[src/sv/msb_ram.sv]
// Generic single-write, single-read RAM with registered read data.
module msb_ram #(
    parameter int WIDTH = 64,
    parameter int DEPTH = 32
) (
    input  logic                     i_clk,
    input  logic                     i_we,
    input  logic [$clog2(DEPTH)-1:0] i_waddr,
    input  logic [WIDTH-1:0]         i_wdata,
    input  logic [$clog2(DEPTH)-1:0] i_raddr,
    output logic [WIDTH-1:0]         o_rdata
);

    logic [WIDTH-1:0] r_mem [DEPTH];
    logic [WIDTH-1:0] r_q;

    always_ff @(posedge i_clk) begin
        if (i_we) begin
            r_mem[i_waddr] <= i_wdata;
        end
        r_q <= r_mem[i_raddr];
    end

    assign o_rdata = r_q;

endmodule

[config.mk]
export PLATFORM = sky130hd
export DESIGN_NAME = msb_ram
export DESIGN_NICKNAME = d
export VERILOG_FILES = /design/src/sv/msb_ram.sv
export SDC_FILE = /design/constraint.sdc
export NUM_CORES = 2
export LEC_CHECK = 0
export ABC_CLOCK_PERIOD_IN_PS = 11100
export BUFFER_PORTS_ARGS = -buffer_cell sky130_fd_sc_hd__clkbuf_2
export CAP_MARGIN = 20
export CELL_PAD_IN_SITES_DETAIL_PLACEMENT = 0
export CELL_PAD_IN_SITES_GLOBAL_PLACEMENT = 1
export CORE_MARGIN = 2
export CORE_UTILIZATION = 60
export CTS_CLUSTER_DIAMETER = 120
export DETAILED_ROUTE_END_ITERATION = 16
export GPL_ROUTABILITY_DRIVEN = 0
export PLACE_DENSITY = 0.81
export SLEW_MARGIN = 20
export SYNTH_ARGS = -nofsm -noshare
export SYNTH_HDL_FRONTEND = slang
export SYNTH_SLANG_ARGS = --single-unit
export TNS_END_PERCENT = 100
[constraint.sdc]
create_clock -name i_clk -period 11.1 [get_ports i_clk]
set_clock_uncertainty 0.1 [all_clocks]
set_input_delay 2.22 -clock i_clk [delete_from_list [all_inputs] [get_ports i_clk]]
set_output_delay 2.22 -clock i_clk [all_outputs]
set_load 0.02 [all_outputs]
After elaboration in Yosys (flattened, before gate mapping)
Memories as Yosys holds them, arrays and structs flattened. A register that Yosys moved wholly into a read port is not among the register bits.
Index checks and enable logic that the tools add are counted.
- memories: 1
- register bits: 0
- word-level logic and storage cells: 3
- input bits: 76
- memory bits (writable): 2048
- output and inout bits: 64
- memories (name ; depth ; width ; read ports ; clocked after Yosys merged registers in ; write ports ; line ; RTL):
    r_mem ; 32 ; 64 ; 1 ; 1 ; 1 ; 14 ; logic [WIDTH-1:0] r_mem [DEPTH];
- mux-type cells: 2
- operators with widths (kind ; count):
    $mux W1 ; 2

Longest topological paths before layout
- depth after elaboration: 2
- gate-level depth with buffers: 9
- mapped depth without buffers: 4

Worst setup path after synthesis
Ideal clock, no wire load.
- path type: input to register
- start: input i_waddr[1]
- end: memory r_mem[12][0] (enable)
- required time: 10.514 ns
- data arrival time: 5.556 ns
- path slack: 4.958 ns
- buffers on the path: 1
- setup time: 0.486 ns
- stages on the path: 3
- cell sequence: or3b_2 clkbuf_1 nor2_1
- RTL lines (item ; line ; RTL):
    start: declaration ; 8 ; input logic [$clog2(DEPTH)-1:0] i_waddr,
    end: declaration ; 14 ;
No word-level cell before the write port.

Final worst setup path
- start: input i_waddr[0]
- end: memory r_mem[10][36] (enable)
No word-level cell before the write port.

==> flow_metrics.tcl <==
set metrics [dict create \
    grt_pass1_vias 37000 \
    use_met1 0.417 \
    setup_violations 0 \
    worst_slew_pin_slew_ps 1150 \
    grt_most_used_layer "met2" \
    post-route-period-util 0.446 \
    fin_nets 3439 \
    grt_util_met3 0.0637 \
    die_x_um 367 \
    cts_tree "built" \
    grt_first_pass_wirelength_mm 270 \
    syn-cell-area_sq_um 79000 \
    firstDrtPassIters 6 \
    numCtsBuffers 198 \
    htree_levels 4 \
    cts_root_buf "clkbuf_16" \
    hold_path.class "flip-flop to flip-flop" \
    synthTopCellsByArea "edfxtp_1 (78%), mux4_2 (17%), dfxtp_1 (1.6%), mux2_2 (1.1%), mux2i_1 (0.48%)" \
    yosys.area_share.adder 0 \
    cts_max_path_buffers 3 \
    core-area_sq_um 131000 \
    fin_ws_ps 6150 \
    globalRoute.totalOverflow 0 \
    wl_mm 189 \
    grt_max_degree 141 \
    wl_per_cell_um 35.6 \
    timing.max_cap.violations 0 \
    drt_iter0_markers 5744 \
    ioPinCount 140 \
    antenna_found_initial 10 \
    endpoint "r_mem[10][36]$_DFFE_PP_" \
    hpwl_mm 90.5 \
    syn-num-nets 3173 \
    cp_max_fo 33 \
    startpoint_type "input pin" \
    synth_compound_area_frac 0.00466 \
    ff2ff_setup_slack_ps 9110 \
    postCtsResizedCells 0 \
    fin_crit_ps 4950 \
    ys_ff_latch 2112 \
    slew_headroom 0.233 \
    hp-start "r_mem[4][0]$_DFFE_PP_" \
    setup_tns_ps 0 \
    crit_type "input pin to flip-flop" \
    yosysSeqAreaShare 0.795 \
    synth_top_area_frac 0.779 \
    cellLeakagePower_nw 27.7 \
    yosys.area_share.simple 0.00379 \
    multi_input_area_sq_um 15700 \
    r2r-end "o_rdata[38]$_DFF_P_" \
    drt-vias-per-instance 6.87 \
    pwr_density_cell_nw_per_um2 184 \
    ff_latch_area_sq_um 62800 \
    status "completed" \
    synth_largest_area_cell "edfxtp_1" \
    synth.avg_cell_area_sq_um 25.5 \
    yosys_warnings 0 \
    ant_nets 0 \
    num_rows 133 \
    clock_sinks 2112 \
    grtUsageTotal 0.285 \
    n_fill_cell 7656 \
    postCtsHoldBufs 0 \
    numPortBuffers 139 \
    rr_worst_depth 3 \
    clk_latency_ps 830 \
    startpoint "i_waddr[0]" \
    layout-drive-gt1-share 0.346 \
    arrival_ps 5300 \
    cts.clk_slew.worst_paths_ps 60 \
    dieArea_sq_um 135000 \
    slew_viol_final 0 \
    cts_setup_buffers 0 \
    final-hold-violation-count 0 \
    initial_core_util 0.603 \
    rsz0062_at_grt "no" \
    endpoint_kind "flip-flop" \
    use_met2 0.444 \
    areaGrowthSynthToFinish_pct 12.0 \
    drc 0 \
    synth_cell_type_count 31 \
    vdd.ir_drop.worst_mv 0.171 \
    vias 36400 \
    utilization 0.675 \
    netlist_instances 3097 \
    crit-reg2reg-launch "r_mem[24][38]$_DFFE_PP_" \
    fp.dieH_um 367 \
    synth_top_family_by_area "multiplexers" \
    synth.area.mux_share 0.187 \
    fmax_mhz 202 \
    cp.required_ps 11450 \
    synthXorXnorAreaFrac 0 \
    pre_cts_ws_ps 4990 \
]
-- registers in the layout, summed over array words and instances, names as in the netlist --
register	cells
o_rdata	64
r_mem	2048
-- synthesized netlist by cell type (all sizes together) --
cell and n:
nand3b 5, o31a 3, nand2 3, edfxtp 2048, o2bb2ai 3, or3 1, o211ai 3, nor2 41
a22oi 3, nor2b 4, dfxtp 64, o221ai 3, clkbuf 55, o22ai 10, a221oi 12, buf 101
mux2i 38, mux4 602, or3b 2, and2 4, o21ai 9, a211oi 3, nand2b 2, nand3 2
inv 1, a22o 1, mux2 74
-- power by group --
| group | total, W | switching (W) | internal (W) |
|---|---|---|---|
| Sequential | 0.00892 | 0.0000490 | 0.00887 |
| Combinational | 0.000776 | 0.000448 | 0.000327 |
| Clock | 0.00655 | 0.00288 | 0.00368 |
| Total | 0.0162 | 0.00337 | 0.0129 |
-- routing by layer --
metal | up-vias | wire (um)
met4 | 12 | 4800
li1 | 14000 | -
met2 | 2389 | 91900
met3 | 323 | 20400
met1 | 19600 | 71300
met5 | - | 65
-- area by class of cell --
cell class	instances	share of cell area
inverters	1	0.0000425
multi-input cells	828	0.177
flip-flops and latches	2112	0.710
clock buffers	263	0.0614
repair buffers	222	0.0163
clock inverters	110	0.00992
diodes	2	0.0000566
well taps	1755	0.0248
-- worst min-delay path by stage --
| stage | end | depth (start not counted) |
|---|---|---|
| floorplan | o_rdata[25]$_DFF_P_ | 4 |
| global placement | o_rdata[34]$_DFF_P_ | 3 |
| detailed placement | o_rdata[0]$_DFF_P_ | 3 |
| CTS | o_rdata[0]$_DFF_P_ | 3 |
| global route | o_rdata[0]$_DFF_P_ | 3 |
| finish | o_rdata[0]$_DFF_P_ | 3 |
-- kinds of logic after synthesis --
kind of cell	Yosys count
simple gates	64
compound gates	50
mux	714
buf+inv	157
flops	2112
-- stage by stage --
stage          power (W)  cell area (sq um)  hold WS, ps  std cells
5_1_grt           0.0167              88400          746       5291
4_1_cts           0.0163              88400          695       5290
3_5_place_dp     0.00986              82100          672       4917
3_3_place_gp     0.00983              82100          689       4916
2_1_floorplan    0.00955              79000          622       3097
6_report          0.0162              88400          686       5293
-- worst max-delay path, cell delays in order --
cell      delay [ps]
clkbuf_2         100
nand3b_1         660
nor2_4           970
buf_4            530
buf_4            740
-- cell usage in the layout (no fill, tap or decap), drive strengths merged, types with 7 or more instances in the layout --
master / instances
edfxtp: 2048
mux4: 602
clkbuf: 397
buf: 88
clkinv: 88
mux2: 74
dfxtp: 64
nor2: 41
mux2i: 38
a221oi: 12
o22ai: 10
bufinv: 10
o21ai: 9
clkinvlp: 7
No activity file was read; power rests on OpenSTA's default activity.
