$ cat src/sv/msb_pkg.sv
// Shared constants, types and state encodings for the merge sort buffer.
package msb_pkg;

    localparam int DEPTH      = 32;
    localparam int DATA_WIDTH = 64;
    localparam int OUT_W      = 64;
    localparam int IDX_W      = $clog2(DEPTH);
    localparam int CNT_W      = $clog2(DEPTH + 1);
    localparam int SUM_W      = CNT_W + 2;

    typedef enum logic [2:0] {
        ST_LOAD,
        ST_SORT_GO,
        ST_SORT_WAIT,
        ST_EMIT_RD,
        ST_EMIT_CAP
    } t_top_state;

    typedef enum logic [2:0] {
        SS_IDLE,
        SS_PASS,
        SS_RUN,
        SS_LOAD_A,
        SS_LOAD_B,
        SS_MERGE,
        SS_FETCH_A,
        SS_FETCH_B
    } t_sort_state;

    typedef struct packed {
        logic                  we;
        logic                  src_scratch;
        logic [IDX_W-1:0]      waddr;
        logic [DATA_WIDTH-1:0] wdata;
        logic [IDX_W-1:0]      raddr;
    } t_ram_req;

    typedef struct packed {
        logic done;
        logic res_scratch;
    } t_sort_status;

endpackage

$ cat src/sv/msb_sorter.sv
// Bottom-up merge engine: passes of run merges between the two buffers.
module msb_sorter
    import msb_pkg::*;
(
    input  logic                  i_clk,
    input  logic                  i_rst_n,
    input  logic                  i_start,
    input  logic [CNT_W-1:0]      i_count,
    input  logic [DATA_WIDTH-1:0] i_store_q,
    input  logic [DATA_WIDTH-1:0] i_scratch_q,
    output t_ram_req              o_req,
    output t_sort_status          o_status
);

    t_sort_state r_state, n_state;
    logic                  r_src;       // 1: source run data lives in scratch
    logic [CNT_W-1:0]      r_n;
    logic [SUM_W-1:0]      r_w;
    logic [SUM_W-1:0]      r_lo;
    logic [CNT_W-1:0]      r_a, r_b, r_k, r_mid, r_hi;
    logic [DATA_WIDTH-1:0] r_head_a, r_head_b;

    logic [DATA_WIDTH-1:0] rdata;
    logic [SUM_W-1:0]      n_ext, w2, mid_s, hi_s;
    logic [CNT_W-1:0]      mid_c, hi_c, a_inc, b_inc;
    logic                  pass_done, run_done, merge_done;
    logic                  a_left, b_left, take_left;

    assign rdata      = r_src ? i_scratch_q : i_store_q;
    assign n_ext      = SUM_W'(r_n);
    assign w2         = r_w << 1;
    assign mid_s      = r_lo + r_w;
    assign hi_s       = r_lo + w2;
    assign mid_c      = (mid_s > n_ext) ? r_n : mid_s[CNT_W-1:0];
    assign hi_c       = (hi_s > n_ext) ? r_n : hi_s[CNT_W-1:0];
    assign pass_done  = (r_w >= n_ext);
    assign run_done   = (r_lo >= n_ext);
    assign merge_done = (r_k >= r_hi);
    assign a_inc      = r_a + CNT_W'(1);
    assign b_inc      = r_b + CNT_W'(1);
    assign a_left     = (r_a < r_mid);
    assign b_left     = (r_b < r_hi);
    // stable: equal keys take the left run
    assign take_left  = a_left && (!b_left || ($signed(r_head_a) <= $signed(r_head_b)));

    // next state
    always_comb begin
        n_state = r_state;
        unique case (r_state)
            SS_IDLE:    if (i_start) n_state = SS_PASS;
            SS_PASS:    n_state = pass_done ? SS_IDLE : SS_RUN;
            SS_RUN:     n_state = run_done ? SS_PASS : SS_LOAD_A;
            SS_LOAD_A:  n_state = SS_LOAD_B;
            SS_LOAD_B:  n_state = SS_MERGE;
            SS_MERGE: begin
                priority if (merge_done) begin
                    n_state = SS_RUN;
                end else if (take_left) begin
                    n_state = (a_inc < r_mid) ? SS_FETCH_A : SS_MERGE;
                end else begin
                    n_state = (b_inc < r_hi) ? SS_FETCH_B : SS_MERGE;
                end
            end
            SS_FETCH_A: n_state = SS_MERGE;
            SS_FETCH_B: n_state = SS_MERGE;
            default:    n_state = SS_IDLE;
        endcase
    end

    // memory requests and status
    always_comb begin
        o_req.we          = 1'b0;
        o_req.src_scratch = r_src;
        o_req.waddr       = r_k[IDX_W-1:0];
        o_req.wdata       = take_left ? r_head_a : r_head_b;
        o_req.raddr       = r_lo[IDX_W-1:0];
        o_status.done        = 1'b0;
        o_status.res_scratch = r_src;
        unique case (r_state)
            SS_PASS:   o_status.done = pass_done;
            SS_LOAD_A: o_req.raddr = r_b[IDX_W-1:0];
            SS_MERGE: begin
                o_req.we    = !merge_done;
                o_req.raddr = take_left ? a_inc[IDX_W-1:0] : b_inc[IDX_W-1:0];
            end
            default: ;
        endcase
    end

    always_ff @(posedge i_clk) begin
        if (!i_rst_n) begin
            r_state <= SS_IDLE;
            r_src   <= 1'b0;
        end else begin
            r_state <= n_state;
            unique case (r_state)
                SS_IDLE: begin
                    if (i_start) begin
                        r_n   <= i_count;
                        r_w   <= SUM_W'(1);
                        r_src <= 1'b0;
                    end
                end
                SS_PASS: r_lo <= '0;
                SS_RUN: begin
                    if (run_done) begin
                        r_src <= ~r_src;
                        r_w   <= w2;
                    end else begin
                        r_a   <= r_lo[CNT_W-1:0];
                        r_k   <= r_lo[CNT_W-1:0];
                        r_mid <= mid_c;
                        r_b   <= mid_c;
                        r_hi  <= hi_c;
                    end
                end
                SS_LOAD_A:  r_head_a <= rdata;
                SS_LOAD_B:  r_head_b <= rdata;
                SS_MERGE: begin
                    if (merge_done) begin
                        r_lo <= hi_s;
                    end else begin
                        r_k <= r_k + CNT_W'(1);
                        if (take_left) begin
                            r_a <= a_inc;
                        end else begin
                            r_b <= b_inc;
                        end
                    end
                end
                SS_FETCH_A: r_head_a <= rdata;
                SS_FETCH_B: r_head_b <= rdata;
                default: ;
            endcase
        end
    end

endmodule

$ cat config.mk
export PLATFORM = sky130hd
export DESIGN_NAME = msb_sorter
export DESIGN_NICKNAME = d
export VERILOG_FILES = /design/src/sv/msb_pkg.sv /design/src/sv/msb_sorter.sv
export SDC_FILE = /design/constraint.sdc
export NUM_CORES = 1
export LEC_CHECK = 0
export BUFFER_PORTS_ARGS = -buffer_cell sky130_fd_sc_hd__buf_4
export CORE_AREA = 2 2 145 147
export CTS_CLUSTER_DIAMETER = 80
export DETAILED_ROUTE_END_ITERATION = 6
export DIE_AREA = 0 0 147 149
export HOLD_SLACK_MARGIN = 0.06
export MAX_ROUTING_LAYER = met4
export PLACE_DENSITY = 0.84
export SLEW_MARGIN = 15
export SYNTH_ARGS = -nofsm -noshare
export SYNTH_HDL_FRONTEND = slang
export SYNTH_SLANG_ARGS = --single-unit
$ cat constraint.sdc
create_clock -name i_clk -period 18.2 [get_ports i_clk]
set_clock_uncertainty 0.05 [all_clocks]
set_input_delay 1.82 -clock i_clk [delete_from_list [all_inputs] [get_ports i_clk]]
set_output_delay 1.82 -clock i_clk [all_outputs]
set_load 0.02 [all_outputs]
; ---- Word-level counts from Yosys, hierarchy flattened
; Cells that the tools add are included.
[totals]
word_cells = 98
in_bits = 137
regBits = 184
out_inout_bits = 78
[op_classes]
n_addsub = 5
eq_ne = 14
n_bitwise = 2
n_lt_le_gt_ge = 10
n_reduce_logical = 21
n_mux = 34
[op_table]
columns = operator, n
row1 = $mux 64, 2
row2 = $le 64x64->1, 1
row3 = $mux 6, 9
row4 = $pmux 6 s2, 3
row5 = $pmux 8 s2, 2
row6 = $lt 6x6->1, 4
row7 = $mux 8, 3
row8 = $add 6x1->6 const B, 3
row9 = $pmux 3 s6, 1
row10 = $add 8x8->8, 2
row11 = $ge 8x6->1, 2
row12 = $gt 8x6->1, 2
row13 = $ne 2x2->1 const B, 7
row14 = $eq 3x3->1 const B, 4
row15 = $reduce_and 3->1, 4
row16 = $mux 2, 5
row17 = $pmux 5 s2, 1
row18 = $reduce_and 5->1, 2
row19 = $reduce_and 4->1, 2
row20 = $eq 3x2->1 const B, 2
row21 = $ge 6x6->1, 1
row22 = $mux 3, 2
row23 = $reduce_bool 2->1, 3
row24 = $mux 5, 1
row25 = 11 further kinds, 18

; ---- Depth between registers and ports, before layout
[depth]
depth_word = 7
ltp_mapped = 14
mapped_depth_nobuf = 13

; ---- Worst setup path after synthesis
; Ideal clock, no wire load.
[synth_timing]
kind = input to register
from = input i_rst_n
to = register r_head_b[0] (enable)
setup_time_ps = 565
t_required_ps = 17585
setup_slack_ps = 11319
arrival_time_ps = 6266
cell_stages = 2
n_path_buf = 0
path_cell_list = nand2_1 nor3_1
[synth_via]
elab_chain_cells = 1
[synth_rtl]
columns = item, line_no
row1 = from (decl), msb_sorter.sv:6  ; input logic i_rst_n,
row2 = $reduce_and 2->1 (no source line), --
row3 = to (signal assigned), msb_sorter.sv:118  ; SS_LOAD_B: r_head_b <= rdata;
row4 = to (signal assigned), msb_sorter.sv:132  ; SS_FETCH_B: r_head_b <= rdata;
row5 = to (decl), msb_sorter.sv:21  ; logic [DATA_WIDTH-1:0] r_head_a, r_head_b;
; Every way passes these cells.
; A chain may end at the register's enable or synchronous reset.

==> out/metrics.cfg <==
[status]
status=finished, final reports clean

[clock_tree]
post-cts-setup-buffer-count=0
clock_sinks=183
clock_latency_ps=430
cts_buffers=17
cts_root_buf=clkbuf_16
clk_pin_slew_ps=70
cts_tree=yes
htreeDepth=4
cts_resized=0
clk_path_buf_depth=2
ctsHoldBuffers=0

[logic_synthesis]
netlist_area_um2=11000
syn_area_per_cell_um2=11.3
synth-async-reset-ratio_pct=0
ys_seq_area_share_pct=49.4
synth-seq-cells=183
ys_warn_count=0
syn_inst=980
synth_nets=1245
ys.flop_type=edfxtp_1
synth-edff-count=179
yosysUniqueCellTypes=55

[die]
std_cell_rows=53
io_pins=215
die_y_um=149
die_w_um=147
dieArea_um2=21900
start_util_pct=53.7
fp.coreArea_um2=20600

[sta]
hold_viol=0
finalCritPeriodShare_pct=32.1
slew_violations=0
slew_headroom_pct=29.3
fmax_mhz=171
setup_ws_ps=12360
fin_crit_ps=5840
finalSetupViolCount=0
worst_pin_slew_ps=1060
finalSetupTns_ps=0
rsz0062_at_grt=no

[routing]
num_vias=8168
viasPerCell=5.58
drt-wirelength-per-cell_um=17.4
routed_wirelength_um=25500
dr.pass1.iters=5
drt_iter0_markers=409
drc=0
ant_nets=0

[setup_path]
worstPathCellList=ha_1 -> nand4_1 -> nor3_1 -> and4_1 -> a221oi_1 -> nor2b_1 -> nand4_1 -> nor3b_4 -> buf_4 -> nand2_1 -> o21ai_1 -> buf_4
cp-end-kind=output pin
worstPathRequired_ps=16330
cp.depth=12
ff2ff_path_depth=11
crit_family=simple AND/OR/NAND/NOR gates
critPathBufInv=2
worst-setup-path-type=flop to output pin
slowest_delay_ps=670
arrival_ps=3970
crit_path_top_delay_cell=buf_4
critPathLaunchType=flop
critPathMaxFanout=88

[place]
dp_hpwl_um=19200
gp_congestion=0.881
port_buffers=214
pre_cts_slack_ps=12790

[pwr]
power_density_nw_per_um2=66.8
p_leak_nw=5.73
power_mw=0.895
vdd_drop_max_v=0.0000684

[final_layout]
drive_gt1_share_pct=27.9
fill_cells=1575
nNetsFinal=1441
synthToLayoutAreaGrowth_pct=21.2
num_antenna_cells=0

[global_route]
grt_pass1_wl_um=40300
first_global_vias=8222
grt_usage_pct=24.2
antenna_found_initial=0
overflow=0
grt_max_degree=89

[min_path]
holdPathStages=1
holdCritPathClass=flop to flop

[run]
cap_violations=0

registers in the layout (all words and copies together) (netlist names):
name,count
r_mid,6
r_head_b,64
r_hi,6
r_lo,7
r_head_a,64
r_src,1
r_w,8
r_k,6
r_state,3
r_a,6
r_b,6
r_n,6
cell usage in the layout, fill, tap and decap left out, types with 20 or more instances in the layout:
cell,count
mux2_2,76
a21oi_1,57
a21o_1,20
nor2_1,31
nand2_1,102
inv_1,88
ha_1,126
o21ai_1,42
o21ai_0,45
nand3_1,23
buf_4,218
edfxtp_1,179
final timing paths:
path | from | endpoint | slack [ps]
hold / removal | r_n[5] | r_mid[5] | 590
hold reg to reg | r_n[5] | r_mid[5] | 590
setup / recovery | r_head_a[63] | o_req[24] | 12360
setup reg to reg | r_n[1] | r_a[2] | 14290
power breakdown:
group	internal [mW]	leakage [nW]	total [mW]	switching (mW)
Clock	0.191	0.271	0.354	0.163
Combinational	0.0408	3.81	0.0717	0.0309
Sequential	0.465	1.65	0.469	0.00399
Total	0.697	5.73	0.895	0.197
synthesized netlist by cell type, types with 3 or more instances:
master / count / area, µm²
nand2b_1: 10 / 62.6
a21oi_1: 57 / 285
ha_1: 126 / 1580
xnor2_1: 15 / 131
nor2b_1: 10 / 62.6
buf_4: 14 / 105
a21boi_0: 3 / 22.5
buf_1: 6 / 22.5
nor2_1: 31 / 116
edfxtp_1: 179 / 5380
clkbuf_1: 16 / 60.1
and3_1: 12 / 75.1
a21o_1: 20 / 150
a211oi_1: 6 / 45.0
and2_1: 6 / 37.5
o21a_1: 9 / 67.6
o21ai_0: 45 / 225
nor3_1: 7 / 35.0
o21ai_1: 42 / 210
nand2_1: 102 / 383
nand4_1: 17 / 106
mux2i_1: 4 / 40.0
dfxtp_1: 4 / 80.1
buf_2: 3 / 15.0
o21bai_1: 4 / 30.0
xor2_1: 10 / 87.6
nand3_1: 23 / 115
inv_1: 88 / 330
mux2_2: 76 / 856
cell type report:
class | instances | area (µm²) | share of cell area [%]
tap | 275 | 344 | 2.57
clock buffer | 17 | 425 | 3.18
timing repair buffer | 218 | 1640 | 12.2
clock inverter | 15 | 140 | 1.05
multi-input combinational | 668 | 5050 | 37.7
sequential | 183 | 5460 | 40.8
inverter | 88 | 330 | 2.47
cell families (layout without fill, tap and decap cells):
| kind of cell | after synthesis | after routing | synth area share (%) |
|---|---|---|---|
| simple gates | 232 | 232 | 10.1 |
| fa+ha+maj | 128 | 128 | 14.6 |
| flops | 183 | 183 | 49.4 |
| compound gates | 202 | 202 | 10.7 |
| buf+inv | 129 | 338 | 5.03 |
| xor+xnor | 25 | 25 | 1.98 |
| mux | 81 | 81 | 8.21 |
worst reg2reg max path, delay by kind of cell (launching register included):
family,cells,cell delay [ps]
AO/OA/AOI/OAI,6,2210
adder cells (fa/ha/maj),1,270
buffers and inverters,1,210
flip-flops,1,400
AND/OR/NAND/NOR,3,440
per-layer routing:
| layer | routed length (µm) | vias up | GRT usage [%] |
|---|---|---|---|
| li1 | - | 3961 | - |
| met1 | 10300 | 3867 | 27.2 |
| met2 | 13000 | 287 | 43.1 |
| met3 | 1380 | 53 | 4.10 |
| met4 | 826 | 0 | 9.90 |
| met5 | 0 | - | - |
stage by stage:
stage | area, µm² | hold WS (ps) | cells | utilization [%]
5_1_grt | 13400 | 619 | 1464 | 65.1
3_3_place_gp | 12800 | 575 | 1432 | 62.4
2_1_floorplan | 11000 | 514 | 980 | -
6_report | 13400 | 592 | 1464 | 65.1
3_5_place_dp | 12800 | 571 | 1432 | 62.4
4_1_cts | 13400 | 593 | 1464 | 65.1
(Power assumes the default switching activity.)
